`src/hw/rtl/blackman_sinc_lowpass_coefficients_top_macros.svh`:
```
// Assertion macros for the windowed-sinc tap generator.
`ifndef BLACKMAN_SINC_LOWPASS_COEFFICIENTS_TOP_MACROS_SVH
`define BLACKMAN_SINC_LOWPASS_COEFFICIENTS_TOP_MACROS_SVH

`ifndef NO_ASSERTIONS
// Check a condition at every clock edge outside reset.
`define BSLC_ASSERT(lbl, cond) \
  lbl: assert property (@(posedge clk) disable iff (!rst_n) (cond)) \
    else $error("bslc assertion failed");
// Check that a condition implies another one on the next clock edge.
`define BSLC_ASSERT_NEXT(lbl, pre, post) \
  lbl: assert property (@(posedge clk) disable iff (!rst_n) (pre) |=> (post)) \
    else $error("bslc assertion failed");
`else
`define BSLC_ASSERT(lbl, cond)
`define BSLC_ASSERT_NEXT(lbl, pre, post)
`endif

`endif

```
`src/hw/rtl/bslc_pkg.sv`:
```
`timescale 1ns / 1ps
package bslc_pkg;

  localparam int CORDIC_STEPS = 30;
  localparam int DW           = 34;   // CORDIC and datapath word, Q2.30 plus headroom
  localparam int PW           = 2 * DW;
  localparam int DIV_W        = 40;   // dividend width of the serial divider

  localparam logic signed [DW-1:0] CORDIC_GAIN = 34'sd652032874;
  localparam logic signed [DW-1:0] INV_PI_Q32  = 34'sd1367130551;
  localparam logic signed [DW-1:0] WIN_A0      = 34'sd450971566;
  localparam logic signed [DW-1:0] WIN_A2      = 34'sd85899346;

  localparam logic CFG_CUTOFF = 1'b0;
  localparam logic CFG_TAPS   = 1'b1;

  typedef enum logic [3:0] {
    ST_IDLE,
    ST_SETUP,
    ST_SIN_COR,
    ST_SIN_MUL,
    ST_SIN_DIV,
    ST_W1_DIV,
    ST_W1_COR,
    ST_W2_DIV,
    ST_W2_COR,
    ST_WIN_MUL,
    ST_WIN_SUM,
    ST_TAP_MUL,
    ST_ROUND,
    ST_EMIT
  } seq_state_t;

  // Arctangent of 2^-k in turns scaled by 2^32.
  function automatic logic [29:0] atan_turn(input logic [4:0] k);
    logic [29:0] v;
    case (k)
      5'd0:  v = 30'h20000000;
      5'd1:  v = 30'h12E4051E;
      5'd2:  v = 30'h09FB385B;
      5'd3:  v = 30'h051111D4;
      5'd4:  v = 30'h028B0D43;
      5'd5:  v = 30'h0145D7E1;
      5'd6:  v = 30'h00A2F61E;
      5'd7:  v = 30'h00517C55;
      5'd8:  v = 30'h0028BE53;
      5'd9:  v = 30'h00145F2F;
      5'd10: v = 30'h000A2F98;
      5'd11: v = 30'h000517CC;
      5'd12: v = 30'h00028BE6;
      5'd13: v = 30'h000145F3;
      5'd14: v = 30'h0000A2FA;
      5'd15: v = 30'h0000517D;
      5'd16: v = 30'h000028BE;
      5'd17: v = 30'h0000145F;
      5'd18: v = 30'h00000A30;
      5'd19: v = 30'h00000518;
      5'd20: v = 30'h0000028C;
      5'd21: v = 30'h00000146;
      5'd22: v = 30'h000000A3;
      5'd23: v = 30'h00000051;
      5'd24: v = 30'h00000029;
      5'd25: v = 30'h00000014;
      5'd26: v = 30'h0000000A;
      5'd27: v = 30'h00000005;
      5'd28: v = 30'h00000003;
      5'd29: v = 30'h00000001;
      default: v = 30'h0;
    endcase
    return v;
  endfunction

endpackage

```
`src/hw/rtl/bslc_div.sv`:
```
`timescale 1ns / 1ps
module bslc_div
  import bslc_pkg::*;
(
  input  logic             clk,
  input  logic             rst_n,
  input  logic             start,
  input  logic [DIV_W-1:0] dividend,
  input  logic [6:0]       divisor,
  output logic             done_r,
  output logic [DIV_W-1:0] quot_r
);

  localparam int CW = $clog2(DIV_W);

  logic [DIV_W-1:0] num_r;
  logic [6:0]       rem_r;
  logic [6:0]       dsr_r;
  logic [CW-1:0]    cnt_r;
  logic             busy_r;
  logic [7:0]       trial;
  logic             qbit;
  logic [6:0]       rem_nxt;

  // Restoring step: one quotient bit per cycle
  always_comb begin
    trial = {rem_r, num_r[DIV_W-1]};
    qbit  = (trial >= {1'b0, dsr_r});
    rem_nxt = qbit ? 7'(trial - {1'b0, dsr_r}) : trial[6:0];
  end

  always_ff @(posedge clk) begin
    if (!rst_n) begin
      busy_r <= 1'b0;
      done_r <= 1'b0;
      cnt_r  <= '0;
    end else begin
      done_r <= 1'b0;
      if (start) begin
        busy_r <= 1'b1;
        cnt_r  <= '0;
      end else if (busy_r) begin
        cnt_r <= cnt_r + 1'b1;
        if (cnt_r == CW'(DIV_W - 1)) begin
          busy_r <= 1'b0;
          done_r <= 1'b1;
        end
      end
    end
  end

  always_ff @(posedge clk) begin
    if (start) begin
      num_r <= dividend;
      dsr_r <= divisor;
      rem_r <= '0;
    end else if (busy_r) begin
      num_r  <= {num_r[DIV_W-2:0], 1'b0};
      rem_r  <= rem_nxt;
      quot_r <= {quot_r[DIV_W-2:0], qbit};
    end
  end

endmodule

```
`config.mk`:
```
export PLATFORM = sky130hd
export DESIGN_NAME = bslc_div
export DESIGN_NICKNAME = d
export VERILOG_FILES = /design/src/hw/rtl/blackman_sinc_lowpass_coefficients_top_macros.svh /design/src/hw/rtl/bslc_pkg.sv /design/src/hw/rtl/bslc_div.sv
export SDC_FILE = /design/constraint.sdc
export NUM_CORES = 1
export LEC_CHECK = 0
export ABC_AREA = 1
export ABC_CLOCK_PERIOD_IN_PS = 2000
export BUFFER_PORTS_ARGS = -buffer_cell sky130_fd_sc_hd__buf_2
export CAP_MARGIN = 20
export CORE_MARGIN = 8
export CORE_UTILIZATION = 42
export DETAILED_ROUTE_END_ITERATION = 8
export GPL_TIMING_DRIVEN = 0
export MAX_ROUTING_LAYER = met4
export PLACE_DENSITY = 0.75
export SYNTH_ARGS = -nofsm -noshare
export SYNTH_HDL_FRONTEND = slang
export SYNTH_SLANG_ARGS = --single-unit
```
`constraint.sdc`:
```
create_clock -name clk -period 2 [get_ports clk]
set_clock_uncertainty 0.05 [all_clocks]
set_input_delay 0.1 -clock clk [delete_from_list [all_inputs] [get_ports clk]]
set_output_delay 0.1 -clock clk [all_outputs]
set_load 0.005 [all_outputs]
```
-- Word-level counts from Yosys, hierarchy flattened
Cells that the tools add are included.
- flip-flop bits (word level): 102
- bits of input ports: 50
- output and inout bits: 41
- word-level logic and storage cells: 25
- add/sub/neg operators: 2
- order comparisons: 1
- equality and inequality tests: 1
- muxes and demuxes: 7
- bitwise operators: 3
- reduce and logical (&&, ||, !) cells: 4
- operator list (operator ; count):
    40-bit 2-to-1 mux ; 2
    8-bit by 7-bit >= comparator with 1-bit output ; 1
    7-bit 2-to-1 mux ; 1
    7-bit subtractor ; 1
    6-bit by 1-bit adder with 6-bit output (second input constant) ; 1
    6-bit == test (second input constant) ; 1
    1-bit 2-to-1 mux ; 4
    1-bit NOT ; 3
    3-bit OR reduction ; 1
    2-bit AND reduction ; 1
    2-bit nonzero test ; 1
    2-bit OR reduction ; 1

-- Longest topological paths before layout
- depth in word-level cells: 4
- gate-level depth with buffers: 12
- mapped depth without buffers: 12

-- Worst setup path before layout
OpenSTA, ideal clock, no wires.
- kind: register to register
- start point: register busy_r
- end point: register num_r[0] (enable)
- setup time: 0.397 ns
- data arrival time: 1.353 ns
- path slack: 0.200 ns
- cell stages (with the launch flop): 4
- buffers on the path: 1
- period minus slack after synthesis: 1.800 ns
- cells stage by stage: dfxtp_1 -> buf_2 -> nor2_4 -> inv_1
- longest elaborated chain between the ends: 1
- ends and longest elaborated chain (what ; RTL line ; text):
    from (decl) ; bslc_div.sv:20 ; logic busy_r;
    from (signal assigned) ; bslc_div.sv:34 ; busy_r <= 1'b0;
    from (signal assigned) ; bslc_div.sv:40 ; busy_r <= 1'b1;
    from (signal assigned) ; bslc_div.sv:45 ; busy_r <= 1'b0;
    2-bit nonzero test (no line) ; - ;
    to (signal assigned) ; bslc_div.sv:54 ; num_r <= dividend;
    to (signal assigned) ; bslc_div.sv:58 ; num_r <= {num_r[DIV_W-2:0], 1'b0};
    to (decl) ; bslc_div.sv:16 ; logic [DIV_W-1:0] num_r;
Every way passes these cells.
A chain may end at the register's enable or synchronous reset.

-- Worst setup path after layout
- start point: register num_r[39]
- end point: register rem_r[0]
- longest elaborated chain between the ends: 2
- elaborated cells on any way between the ends: 3
- ends and longest elaborated chain (what ; RTL line ; text):
    7-bit subtractor or 8-bit by 7-bit >= comparator with 1-bit output (tied branches) ; bslc_div.sv:29, bslc_div.sv:28 ;
    7-bit 2-to-1 mux (*) ; bslc_div.sv:29 ; rem_nxt = qbit ? 7'(trial - {1'b0, dsr_r}) : trial[6:0];
    to (signal assigned) ; bslc_div.sv:59 ; rem_r <= rem_nxt;
    to (decl) ; bslc_div.sv:17 ; logic [6:0] rem_r;
Every way passes the cells marked *; elsewhere a longest branch is shown, timed or not.

==> impl_metrics.yaml <==
clocking:
  clock_latency_at_the_later_pin_of_the_worst_skew_pair_ns: 0.36
  clock-root-buffer: "sky130_fd_sc_hd__clkbuf_8"
  clock_tree.buffer_depth: 2
  clkSlewWorstSetupHoldPaths_ns: 0.09
  cts_htree_levels: 3
  tritoncts: "done"
  tritoncts_num_sinks: 102
  cts_made_buffers: 9
synthesis:
  syn_inst: 380
  synth.distinct_cells: 29
  post_synth.cell_area_avg_um2: 11.1
  syn_nets: 439
  synth_flop_cell: "sky130_fd_sc_hd__edfxtp_1"
  yosysWarnings: 0
  synth_async_sr_flop_share_pct: 0
  synth-seq-area-share_pct: 69.0
  mappedNetlistArea_um2: 4220
  yosys_register_bits: 102
  synth_enable_flop_cells: 87
pwr:
  cellLeakagePower_nw: 2.46
  sw_share_pct: 23.4
  internal_power_mw: 3.26
  clock_power_share_pct: 28.8
  pwr_per_cell_area_nw_per_um2: 771
  pwr-share-comb_pct: 12.2
  switchingPower_mw: 0.996
  sequentialPowerShare_pct: 59.0
  totalPowerFinal_mw: 4.26
  vdd_drop_max_mv: 0.479
final_layout:
  area_of_combinational_cells_with_multiple_inputs_um2: 1140
  n_fill_cell: 814
  fin_area_um2: 5530
  layout_common_cells: "164 x sky130_fd_sc_hd__nand2_1, 93 x sky130_fd_sc_hd__buf_2, 87 x sky130_fd_sc_hd__edfxtp_1, 48 x sky130_fd_sc_hd__dlygate4sd3_1, 28 x sky130_fd_sc_hd__inv_1"
  area_growth_pct: 30.9
  final_net_count: 589
  antenna_diode_count: 0
  area.sequential_um2: 2910
  layout.cells.most_common: "sky130_fd_sc_hd__nand2_1"
  fraction_of_final_layout_cells_with_drive_strength_greater_than_1_pct: 24.1
sta:
  worst_pin_slew_ns: 0.894
  final_count_of_pins_violating_max_slew: 0
  setup_repair_after_global_routing_missed_its_margin: "no"
  finalCritPeriodShare_pct: 90.2
  max_freq_mhz: 554
  finalSetupViolCount: 0
  max_slew_margin_pct: 40.3
  post-route-min-period_ns: 1.80
  hold_viol: 0
placement:
  place.port_buffers: 90
  dpl.hpwl_mm: 5.98
  placement.cell_area_um2: 4860
  place_congestion: 0.832
global_route:
  gr_peak_layer: "met2"
  grt.met3_usage_pct: 4.91
  globalRouteOverflowTotal: 0
  pin_count_of_the_biggest_net_entering_global_routing: 43
  vias_in_the_first_global_route: 3176
  groute.layer.met2.usage_pct: 24.4
  number_of_antenna_violations_at_the_first_check_in_global_routing: 0
  global_route_wire_length_before_repair_mm: 15.2
  groute.layer.met1.usage_pct: 17.0
  global_route_usage_over_all_layers_pct: 14.9
drt:
  drc: 0
  first_pass_iters: 4
  violation_count_after_the_first_detailed_route_iteration: 161
  wirelength_mm: 9.35
  routed_via_density: 4.65
  drtAntennaViolNets: 0
  route.detailed.wl_per_inst_um: 14.0
  num_vias: 3106
die:
  die_height_um: 116
  placeableCoreArea_um2: 9770
  ios: 91
  floorplan.initialDensity_pct: 43.2
  die_area_um2: 13500
  placement_rows: 36
  die_w_um: 116
setup_path:
  timing_worst_setup_path_type: "reg2reg"
  path_max_fanout: 7
  critical_path_required_ns: 2.24
  endpoint_kind: "flip-flop"
  startpoint_type: "flip-flop"
  critical_path_arrival_ns: 2.05
job:
  cap_violations: 0
min_path:
  min-delay-path-class: "in2reg"
run_status:
  outcome: "completed"
power by group through the flow:
stage	Combinational (mW)	Clock (mW)	Sequential, mW
finish	0.519	1.23	2.51
global route	0.584	1.35	2.53
CTS	0.510	1.27	2.51
detailed placement	0.437	0	2.56
global placement	0.417	0	2.56
floorplan	0.283	0	2.55
final timing paths:
| kind | endpoint | startpoint | slack [ns] | cells past startpoint |
|---|---|---|---|---|
| worst max-delay path | rem_r[0] | num_r[39] | 0.20 | 12 |
| worst max register to register | rem_r[0] | num_r[39] | 0.20 | 12 |
| worst min-delay path | dsr_r[2] | start | 0.05 | 1 |
| worst min register to register | quot_r[12] | quot_r[11] | 0.39 | 0 |
flip-flops by register name, indices dropped and copies added (netlist names):
name	cells
done_r	1
quot_r	40
dsr_r	7
busy_r	1
cnt_r	6
num_r	40
rem_r	7
through the flow:
step	setup slack, ns	util (%)	hold slack [ns]	TNS (ns)	cells
after floorplan	0.200	-	0.149	0	380
after global placement	-0.243	49.5	0.229	-9.87	603
after detailed placement	0.0831	49.7	0.229	0	604
after CTS	0.0605	56.5	0.0302	0	668
after global routing	0.0491	56.6	0.0205	0	668
final	0.196	56.6	0.0541	0	668
final cells by class:
type	count	area share, %
Clock buffer	11	2.38
Sequential cell	102	52.7
Clock inverter	5	0.905
Buffer	10	0.928
Multi-Input combinational cell	236	20.7
Tap cell	133	3.01
Inverter	32	2.17
Timing Repair Buffer	139	17.2
cell families after synthesis:
group	after synthesis	synth area share, %
simple gates	214	22.0
fa+ha+maj	9	2.84
xor+xnor	2	0.415
compound gates	11	1.72
buf+inv	42	4.06
flops	102	69.0
synth_stat cells, types with 2 or more instances:
cell type / number / area (um^2)
sky130_fd_sc_hd__a21oi_1: 5 / 25.0
sky130_fd_sc_hd__buf_2: 3 / 15.0
sky130_fd_sc_hd__clkbuf_1: 6 / 22.5
sky130_fd_sc_hd__dfxtp_1: 15 / 300
sky130_fd_sc_hd__edfxtp_1: 87 / 2610
sky130_fd_sc_hd__ha_1: 8 / 100
sky130_fd_sc_hd__inv_1: 29 / 109
sky130_fd_sc_hd__inv_2: 3 / 11.3
sky130_fd_sc_hd__nand2_1: 165 / 619
sky130_fd_sc_hd__nand2_2: 6 / 37.5
sky130_fd_sc_hd__nand3_1: 14 / 70.1
sky130_fd_sc_hd__nand3_2: 3 / 30.0
sky130_fd_sc_hd__nand3b_1: 5 / 37.5
sky130_fd_sc_hd__nand4_1: 3 / 18.8
sky130_fd_sc_hd__nor2_1: 9 / 33.8
sky130_fd_sc_hd__nor2_4: 3 / 33.8
sky130_fd_sc_hd__nor3_1: 2 / 10.0
sky130_fd_sc_hd__o21ai_0: 2 / 10.0
sky130_fd_sc_hd__xor2_1: 2 / 17.5
metal layers:
metal | vias to the layer above | part of all wire (%)
met5 | - | 0
li1 | 1550 | -
met4 | 0 | 0.79
met2 | 95 | 50
met1 | 1455 | 43
met3 | 6 | 6.4
worst max-delay path: stages (launching register included):
cell,delay (ns)
sky130_fd_sc_hd__edfxtp_1,0.34
sky130_fd_sc_hd__inv_1,0.06
sky130_fd_sc_hd__ha_1,0.22
sky130_fd_sc_hd__fa_2,0.37
sky130_fd_sc_hd__inv_1,0.08
sky130_fd_sc_hd__nand2_1,0.06
sky130_fd_sc_hd__nand2_2,0.08
sky130_fd_sc_hd__nand2_2,0.06
sky130_fd_sc_hd__nand2_1,0.07
sky130_fd_sc_hd__nand2_2,0.10
sky130_fd_sc_hd__nand3_1,0.09
sky130_fd_sc_hd__nand3_1,0.09
sky130_fd_sc_hd__o21ai_2,0.07
what timing repair did:
| item | 4_1_cts | 5_1_grt |
|---|---|---|
| endpoints found under the setup margin | 0 | 7 |
| resized for setup | 0 | 2 |
| hold endpoints to repair | 49 | 0 |
| buffers inserted | 0 | 0 |
| hold buffers | 48 | 0 |
Note: power is estimated with default switching activity, not from simulation.
