$ cat src/hw/rtl/blackman_sinc_lowpass_coefficients_top_macros.svh
// Assertion macros for the windowed-sinc tap generator.
`ifndef BLACKMAN_SINC_LOWPASS_COEFFICIENTS_TOP_MACROS_SVH
`define BLACKMAN_SINC_LOWPASS_COEFFICIENTS_TOP_MACROS_SVH

`ifndef NO_ASSERTIONS
// Check a condition at every clock edge outside reset.
`define BSLC_ASSERT(lbl, cond) \
  lbl: assert property (@(posedge clk) disable iff (!rst_n) (cond)) \
    else $error("bslc assertion failed");
// Check that a condition implies another one on the next clock edge.
`define BSLC_ASSERT_NEXT(lbl, pre, post) \
  lbl: assert property (@(posedge clk) disable iff (!rst_n) (pre) |=> (post)) \
    else $error("bslc assertion failed");
`else
`define BSLC_ASSERT(lbl, cond)
`define BSLC_ASSERT_NEXT(lbl, pre, post)
`endif

`endif

$ cat src/hw/rtl/bslc_pkg.sv
`timescale 1ns / 1ps
package bslc_pkg;

  localparam int CORDIC_STEPS = 30;
  localparam int DW           = 34;   // CORDIC and datapath word, Q2.30 plus headroom
  localparam int PW           = 2 * DW;
  localparam int DIV_W        = 40;   // dividend width of the serial divider

  localparam logic signed [DW-1:0] CORDIC_GAIN = 34'sd652032874;
  localparam logic signed [DW-1:0] INV_PI_Q32  = 34'sd1367130551;
  localparam logic signed [DW-1:0] WIN_A0      = 34'sd450971566;
  localparam logic signed [DW-1:0] WIN_A2      = 34'sd85899346;

  localparam logic CFG_CUTOFF = 1'b0;
  localparam logic CFG_TAPS   = 1'b1;

  typedef enum logic [3:0] {
    ST_IDLE,
    ST_SETUP,
    ST_SIN_COR,
    ST_SIN_MUL,
    ST_SIN_DIV,
    ST_W1_DIV,
    ST_W1_COR,
    ST_W2_DIV,
    ST_W2_COR,
    ST_WIN_MUL,
    ST_WIN_SUM,
    ST_TAP_MUL,
    ST_ROUND,
    ST_EMIT
  } seq_state_t;

  // Arctangent of 2^-k in turns scaled by 2^32.
  function automatic logic [29:0] atan_turn(input logic [4:0] k);
    logic [29:0] v;
    case (k)
      5'd0:  v = 30'h20000000;
      5'd1:  v = 30'h12E4051E;
      5'd2:  v = 30'h09FB385B;
      5'd3:  v = 30'h051111D4;
      5'd4:  v = 30'h028B0D43;
      5'd5:  v = 30'h0145D7E1;
      5'd6:  v = 30'h00A2F61E;
      5'd7:  v = 30'h00517C55;
      5'd8:  v = 30'h0028BE53;
      5'd9:  v = 30'h00145F2F;
      5'd10: v = 30'h000A2F98;
      5'd11: v = 30'h000517CC;
      5'd12: v = 30'h00028BE6;
      5'd13: v = 30'h000145F3;
      5'd14: v = 30'h0000A2FA;
      5'd15: v = 30'h0000517D;
      5'd16: v = 30'h000028BE;
      5'd17: v = 30'h0000145F;
      5'd18: v = 30'h00000A30;
      5'd19: v = 30'h00000518;
      5'd20: v = 30'h0000028C;
      5'd21: v = 30'h00000146;
      5'd22: v = 30'h000000A3;
      5'd23: v = 30'h00000051;
      5'd24: v = 30'h00000029;
      5'd25: v = 30'h00000014;
      5'd26: v = 30'h0000000A;
      5'd27: v = 30'h00000005;
      5'd28: v = 30'h00000003;
      5'd29: v = 30'h00000001;
      default: v = 30'h0;
    endcase
    return v;
  endfunction

endpackage

$ cat src/hw/rtl/bslc_cordic.sv
`timescale 1ns / 1ps
module bslc_cordic
  import bslc_pkg::*;
(
  input  logic                 clk,
  input  logic                 rst_n,
  input  logic                 start,
  input  logic [31:0]          phase,
  output logic                 done_r,
  output logic signed [DW-1:0] sin_r,
  output logic signed [DW-1:0] cos_r
);

  logic signed [DW-1:0] x_r, y_r, a_r;
  logic [4:0]           k_r;
  logic                 busy_r, flip_r;
  logic signed [DW-1:0] a0, a_fold, x_nxt, y_nxt, a_nxt, atan_s;
  logic                 flip_nxt;

  // Fold the 2nd and 3rd quadrants by a half turn
  always_comb begin
    a0 = DW'($signed(phase));
    if (a0 > 34'sh040000000) begin
      a_fold = a0 - 34'sh080000000;
      flip_nxt = 1'b1;
    end else if (a0 < -34'sh040000000) begin
      a_fold = a0 + 34'sh080000000;
      flip_nxt = 1'b1;
    end else begin
      a_fold = a0;
      flip_nxt = 1'b0;
    end
  end

  // One rotation step
  always_comb begin
    atan_s = DW'($signed({1'b0, atan_turn(k_r)}));
    if (a_r >= 0) begin
      x_nxt = x_r - (y_r >>> k_r);
      y_nxt = y_r + (x_r >>> k_r);
      a_nxt = a_r - atan_s;
    end else begin
      x_nxt = x_r + (y_r >>> k_r);
      y_nxt = y_r - (x_r >>> k_r);
      a_nxt = a_r + atan_s;
    end
  end

  // Control: launch, count steps, flag completion
  always_ff @(posedge clk) begin
    if (!rst_n) begin
      busy_r <= 1'b0;
      done_r <= 1'b0;
      k_r    <= '0;
    end else begin
      done_r <= 1'b0;
      if (start) begin
        busy_r <= 1'b1;
        k_r    <= '0;
      end else if (busy_r) begin
        k_r <= k_r + 5'd1;
        if (k_r == 5'(CORDIC_STEPS - 1)) begin
          busy_r <= 1'b0;
          done_r <= 1'b1;
        end
      end
    end
  end

  // Datapath
  always_ff @(posedge clk) begin
    if (start) begin
      x_r    <= CORDIC_GAIN;
      y_r    <= '0;
      a_r    <= a_fold;
      flip_r <= flip_nxt;
    end else if (busy_r) begin
      x_r <= x_nxt;
      y_r <= y_nxt;
      a_r <= a_nxt;
      if (k_r == 5'(CORDIC_STEPS - 1)) begin
        sin_r <= flip_r ? -y_nxt : y_nxt;
        cos_r <= flip_r ? -x_nxt : x_nxt;
      end
    end
  end

endmodule

$ cat config.mk
export PLATFORM = sky130hd
export DESIGN_NAME = bslc_cordic
export DESIGN_NICKNAME = d
export VERILOG_FILES = /design/src/hw/rtl/blackman_sinc_lowpass_coefficients_top_macros.svh /design/src/hw/rtl/bslc_pkg.sv /design/src/hw/rtl/bslc_cordic.sv
export SDC_FILE = /design/constraint.sdc
export NUM_CORES = 1
export LEC_CHECK = 0
export BUFFER_PORTS_ARGS = -buffer_cell sky130_fd_sc_hd__buf_4
export CORE_MARGIN = 3
export CORE_UTILIZATION = 40
export DETAILED_ROUTE_END_ITERATION = 8
export PLACE_DENSITY_LB_ADDON = 0.05
export SYNTH_ARGS = -nofsm -noshare
export SYNTH_HDL_FRONTEND = slang
export SYNTH_SLANG_ARGS = --single-unit
$ cat constraint.sdc
create_clock -name clk -period 9.39 [get_ports clk]
set_input_delay 0.4695 -clock clk [delete_from_list [all_inputs] [get_ports clk]]
set_output_delay 0.4695 -clock clk [all_outputs]
set_load 0.005 [all_outputs]
After elaboration in Yosys (flattened, before gate mapping)
Memories as Yosys holds them, arrays and structs flattened. A register that Yosys moved wholly into a read port is not among the register bits.
Index checks and enable logic that the tools add are counted.
- bitwise gates (word level): 3
- muxes and demuxes: 16
- add/sub/neg operators: 11
- reductions and logical operators: 4
- shift-type cells: 2
- order comparisons: 3
- eq/ne operators: 1
- operators with widths (cell ; number):
    2-to-1 mux 34 bit ; 9
    adder 34 bit ; 2
    negation 34 bit ; 2
    >>> shifter 34 x 5 -> 34 bit ; 2
    subtractor 34 bit ; 2
    adder 32 x 33 -> 34 bit (second input constant) ; 1
    adder 34 x 31 -> 34 bit ; 1
    greater-or-equal comparator 34 x 1 -> 1 bit (second input constant) ; 1
    subtractor 32 x 33 -> 34 bit (second input constant) ; 1
    subtractor 34 x 31 -> 34 bit ; 1
    > comparator 32 bit (second input constant) ; 1
    less-than comparator 32 x 31 -> 1 bit (second input constant) ; 1
    2-to-1 mux 5 bit ; 2
    adder 5 x 1 -> 5 bit (second input constant) ; 1
    == test 5 bit (second input constant) ; 1
    2-to-1 mux 1 bit ; 5
    inverter 1 bit ; 3
    AND reduction 3 bit ; 1
    OR reduction 3 bit ; 1
    nonzero test 2 bit ; 1
    OR reduction 2 bit ; 1
- word-level logic and storage cells: 50
- output and inout bits: 69
- memories: 1
- register bits: 178
- ROM bits: 960
- memories (name ; depth ; width ; rd ports ; clocked after Yosys merged registers in ; write ports ; line ; text):
    (no name shown) ; 32 ; 30 ; 1 ; 1 ; 0 ; bslc_pkg.sv:37 ; case (k)

Longest topological paths before layout
- word-level depth: 5
- gate-level depth with buffers: 29
- mapped depth without buffers: 24

Worst setup path before layout
Ideal clock, no wire load.
- path type: reg2reg
- start: reg k_r[3]
- end: reg cos_r[0] (enable)
- slack: 2598 ps
- arrival: 6213 ps
- required time: 8811 ps
- cell stages (with the launch flop): 7
- period minus slack after synthesis: 6792 ps
- buffers on the path: 4
- setup time: 579 ps
- path through: dfxtp_1 buf_2 buf_1 buf_1 buf_2 nand3_1 nor3_1
- cells in the longest elaborated chain, start to end: 2
- RTL lines (what ; line ; text):
    from (decl) ; bslc_cordic.sv:15 ; logic [4:0] k_r;
    from (signal assigned) ; bslc_cordic.sv:61 ; k_r <= k_r + 5'd1;
    == test 5 bit ; bslc_cordic.sv:81 ; if (k_r == 5'(CORDIC_STEPS - 1)) begin
    AND reduction 3 bit (no source line) ; n/a ;
    to (signal assigned) ; bslc_cordic.sv:83 ; cos_r <= flip_r ? -x_nxt : x_nxt;
    to (decl) ; bslc_cordic.sv:11 ; output logic signed [DW-1:0] cos_r
Every way passes these cells.
A chain may end at the register's enable or synchronous reset.

Worst setup path after layout
- start: reg k_r[0]
- end: reg sin_r[33] (data pin)
- cells in the longest elaborated chain, start to end: 5
- RTL lines (what ; line ; text):
    >>> shifter 34 x 5 -> 34 bit * ; bslc_cordic.sv:40, bslc_cordic.sv:44 ;
    subtractor 34 bit or adder 34 bit (tied branches) ; bslc_cordic.sv:44, bslc_cordic.sv:40 ;
    2-to-1 mux 34 bit * ; bslc_cordic.sv:38 ; if (a_r >= 0) begin
    negation 34 bit ; bslc_cordic.sv:82 ; sin_r <= flip_r ? -y_nxt : y_nxt;
    2-to-1 mux 34 bit * ; bslc_cordic.sv:82 ;
    to (signal assigned) ; bslc_cordic.sv:82 ;
    to (decl) ; bslc_cordic.sv:10 ; output logic signed [DW-1:0] sin_r,
Mark *: on every way between the ends. The rest lies on a longest branch, timed or not.

==> results list <==
* Maximum clock skew at final layout: 11.6 ps
- Share of layout cells above drive strength 1: 12.9%
- Final count of negative-setup-slack endpoints: 0
- The clock reaches the later pin of the worst-skew pair after 570 ps.
- After the first detailed-routing iteration, the DRC count stood at 1471.
- The worst setup path is captured at a register.
- Placeable Area: 51600 um^2
- Registers are responsible for 17.4% of the overall power.
- For this design the total switching power over the nets is 4.96 mW.
- The number of hold-slack violations in the final timing report was 0.
- Count of mapped cells out of synthesis: 2451
* Top cell type by total area after synthesis: edfxtp_1
* Clock sink count: 208
- Net count of the mapped netlist: 2602
- For this run, the leading register cell type out of synthesis is dfxtp_1.
- The routed layout has 19538 vias.
- Synth Warn #: 0
- Core Rows: 83
* Core Util, Final: 44.8%
- Layout net count: 2628
* Total clock buffers created by CTS: 26
- Pleak: 8.88 nW
- Comb power frac: 72.3%
- In this run the post-CTS setup repair buffer count came out at 0.
- Critical-path cell list: mux2_2 > o21ai_1 > o21ai_0 > a221oi_2 > nand3_1 > or3_4 > o21ai_0 > xor2_1 > ha_1 > nand2_1 > or4_1 > a211o_1 > a31oi_1 > a21oi_1 > xnor2_1 > or3_1 > or4_1 > o31ai_2 > o21ai_1 > xor2_1
- Power Density: 422 nW/um^2
- Cell area after technology mapping: 21000 um^2
- For this run, the register share of the synthesized area comes to 24.7%.
- Clock group share of total power: 10.4%
- The via count of the first global-routing pass was 18828.
- Setup repair after global routing missed its margin: false
- Total Power Consumption: 9.75 mW
- Slew at the pin closest to its max-slew limit: 1070 ps
* Worst setup SP type: register
* Most frequent standard cell in the layout excluding fill and tap cells: nand2_1
* Number of fill cells in the layout: 5094
- The cell sitting at the root of the clock tree is a clkbuf_16.
* Final clock period utilization by the worst path: 83.7%
- For this configuration, the core starts out at a cell density of 40.7%.
- For this design, the CTS-stage hold fixing added 0 buffers.
- The count of buffers added on input and output ports is 103.
- Worst-case setup slack after placement: 1590 ps
* Clock transition at path regs: 60 ps
- From synthesis to final layout, the design area changed by 10.1%.
- Total negative slack for setup checks: 0 ps
- Tightest slew margin relative to the limit: 28.5%
- Entering global routing, the biggest net connects 88 pins.
- Number of detailed-routing iterations run before antenna repair: 5
* Half-perimeter wire length after placement: 55.2 mm
* Worst Path Arrival: 8170 ps
* Global route overflow: 0
- Vias per cell: 6.15
- Die X: 235 um
- Across every metal layer, demand over resource in global routing totals 25.6%.
* Register bit count reported by yosys: 208
- Master of the slowest instance on the critical path: dfxtp_4
* Switch share: 50.9%
- In this run the deepest clock path goes through 3 buffers.
- Total die area: 55300 um^2
* Final antenna diode count: 0
- Of all nets on the critical path, the largest fanout is 43.
* Max-cap viol count: 0
* Min Hold Slack: 183 ps
- Average detailed-routed wire length per instance: 23.2 um
* Number of max-slew violations in the final report: 0
- Level count of the clock H-tree: 1
* Critical path type: register to register
* Peak ir drop on the vdd network: 176 uV
* Aggregate routed wire length: 73.8 mm
- After clock tree synthesis, the repair step resized 0 gates.
* Required time of the critical path: 9700 ps
* First-pass GRT wire length: 114 mm
* Distinct cell type count after synthesis: 95
- Setup slack on the critical path of the routed design comes to 1530 ps.
* Number of antenna violations at the first check in global routing: 0
- The top cell types in the final layout, fill and taps aside, are nand2_1 (250), nor2_1 (229), o21ai_0 (189), a21oi_1 (144), xnor2_1 (136).
- TritonCTS built the clock tree.
- After detailed routing, the number of remaining DRC violations is 0.
- Yosys mapped a number of flops with a built-in enable equal to 103.
- Result of the run: completed
- Static timing analysis puts the maximum clock frequency at 127 MHz.
* Num ports: 104
- In this run the vertical extent of the chip is 235 um.
- Routability-driven placement congestion ratio: 0.961
- Syn avg cell area: 8.57 um^2
- In this design, the largest share of critical-path delay is due to compound AO/OA/AOI/OAI gates.
- Async SR Flop Fraction: 0%
- Largest stage delay, worst path: 810 ps
- The smallest clock period supported by the final layout is computed as 7860 ps.
* Area contributors post-synth: edfxtp_1 (15%), dfxtp_1 (10%), mux4_2 (8.7%), ha_1 (6.7%), xnor2_1 (5.7%)
- Internal portion of total power: 4.79 mW
- Antenna-violating nets left: 0
- Counting both buffers and inverters, the worst setup path holds a total of 0.
- Yosys top cell area share: 14.7%
- The min-delay analysis places its worst path in the category input port to register.
## sequential cells by signal, summed over array words and instances (netlist names)
signal  count
flip_r      1
cos_r      34
busy_r      1
y_r        34
done_r      1
x_r        34
a_r        34
atan_s     30
sin_r      34
k_r         5
## through the flow
step	area, um^2	std cells
after global routing	23100	3177
after floorplan	21000	2451
after global placement	22300	3129
final	23100	3177
after detailed placement	22300	3129
after CTS	23100	3177
## layer usage
layer	share of wire [%]	wire (um)	track usage, %	vias up
li1	-	-	-	9258
met1	44	32300	34.1	9552
met2	48	35100	43.3	618
met3	5.2	3850	3.19	110
met4	3.5	2580	8.42	0
met5	0	0	0	-
## path summary, 6_finish.rpt
kind / end / cells after the start / from / slack, ps
worst max-delay path: sin_r[33]$_DFFE_PP_ / 20 / k_r[0]$_SDFFE_PP0P_ / 1530
worst min-delay path: busy_r$_SDFF_PN0_ / 2 / rst_n / 180
worst max register to register: sin_r[33]$_DFFE_PP_ / 20 / k_r[0]$_SDFFE_PP0P_ / 1530
worst min register to register: x_r[0]$_SDFFE_PP0P_ / 2 / x_r[0]$_SDFFE_PP0P_ / 520
## cells in the mapped netlist, drive strengths merged (45+ instances only)
cell type / instances
nor3: 47
xor2: 100
mux4: 86
ha: 113
nor2: 230
nand2: 250
dfxtp: 105
edfxtp: 103
o21ai: 196
a21o: 46
mux2i: 89
a21oi: 144
xnor2: 136
inv: 55
clkbuf: 84
o31ai: 48
buf: 52
nand3: 45
## power by group through the flow
| stage | logic [mW] | registers (mW) | clock network, mW |
|---|---|---|---|
| 2_1_floorplan | 5.43 | 1.54 | 0 |
| 3_3_place_gp | 6.90 | 1.71 | 0 |
| 3_5_place_dp | 6.94 | 1.71 | 0 |
| 4_1_cts | 6.99 | 1.69 | 1.04 |
| 5_1_grt | 7.78 | 1.72 | 1.08 |
| 6_report | 7.04 | 1.69 | 1.01 |
## cell type report
| cell class | count | area [um^2] | share of cell area (%) |
|---|---|---|---|
| inverters | 61 | 229 | 0.990 |
| multi-input cells | 2046 | 15000 | 64.7 |
| well taps | 680 | 851 | 3.68 |
| clock inverters | 10 | 58.8 | 0.254 |
| repair buffers | 134 | 1020 | 4.40 |
| flip-flops and latches | 208 | 5210 | 22.5 |
| clock buffers | 38 | 788 | 3.41 |
## cells by family after synthesis
logic type | share of synthesized area, %
AND/OR/NAND/NOR | 18.0
AO/OA/AOI/OAI | 22.2
XOR/XNOR | 9.84
flip-flops | 24.7
buffers and inverters | 4.03
multiplexers | 14.3
adder cells (fa/ha/maj) | 7.02
Note: power is estimated with default switching activity, not from simulation.
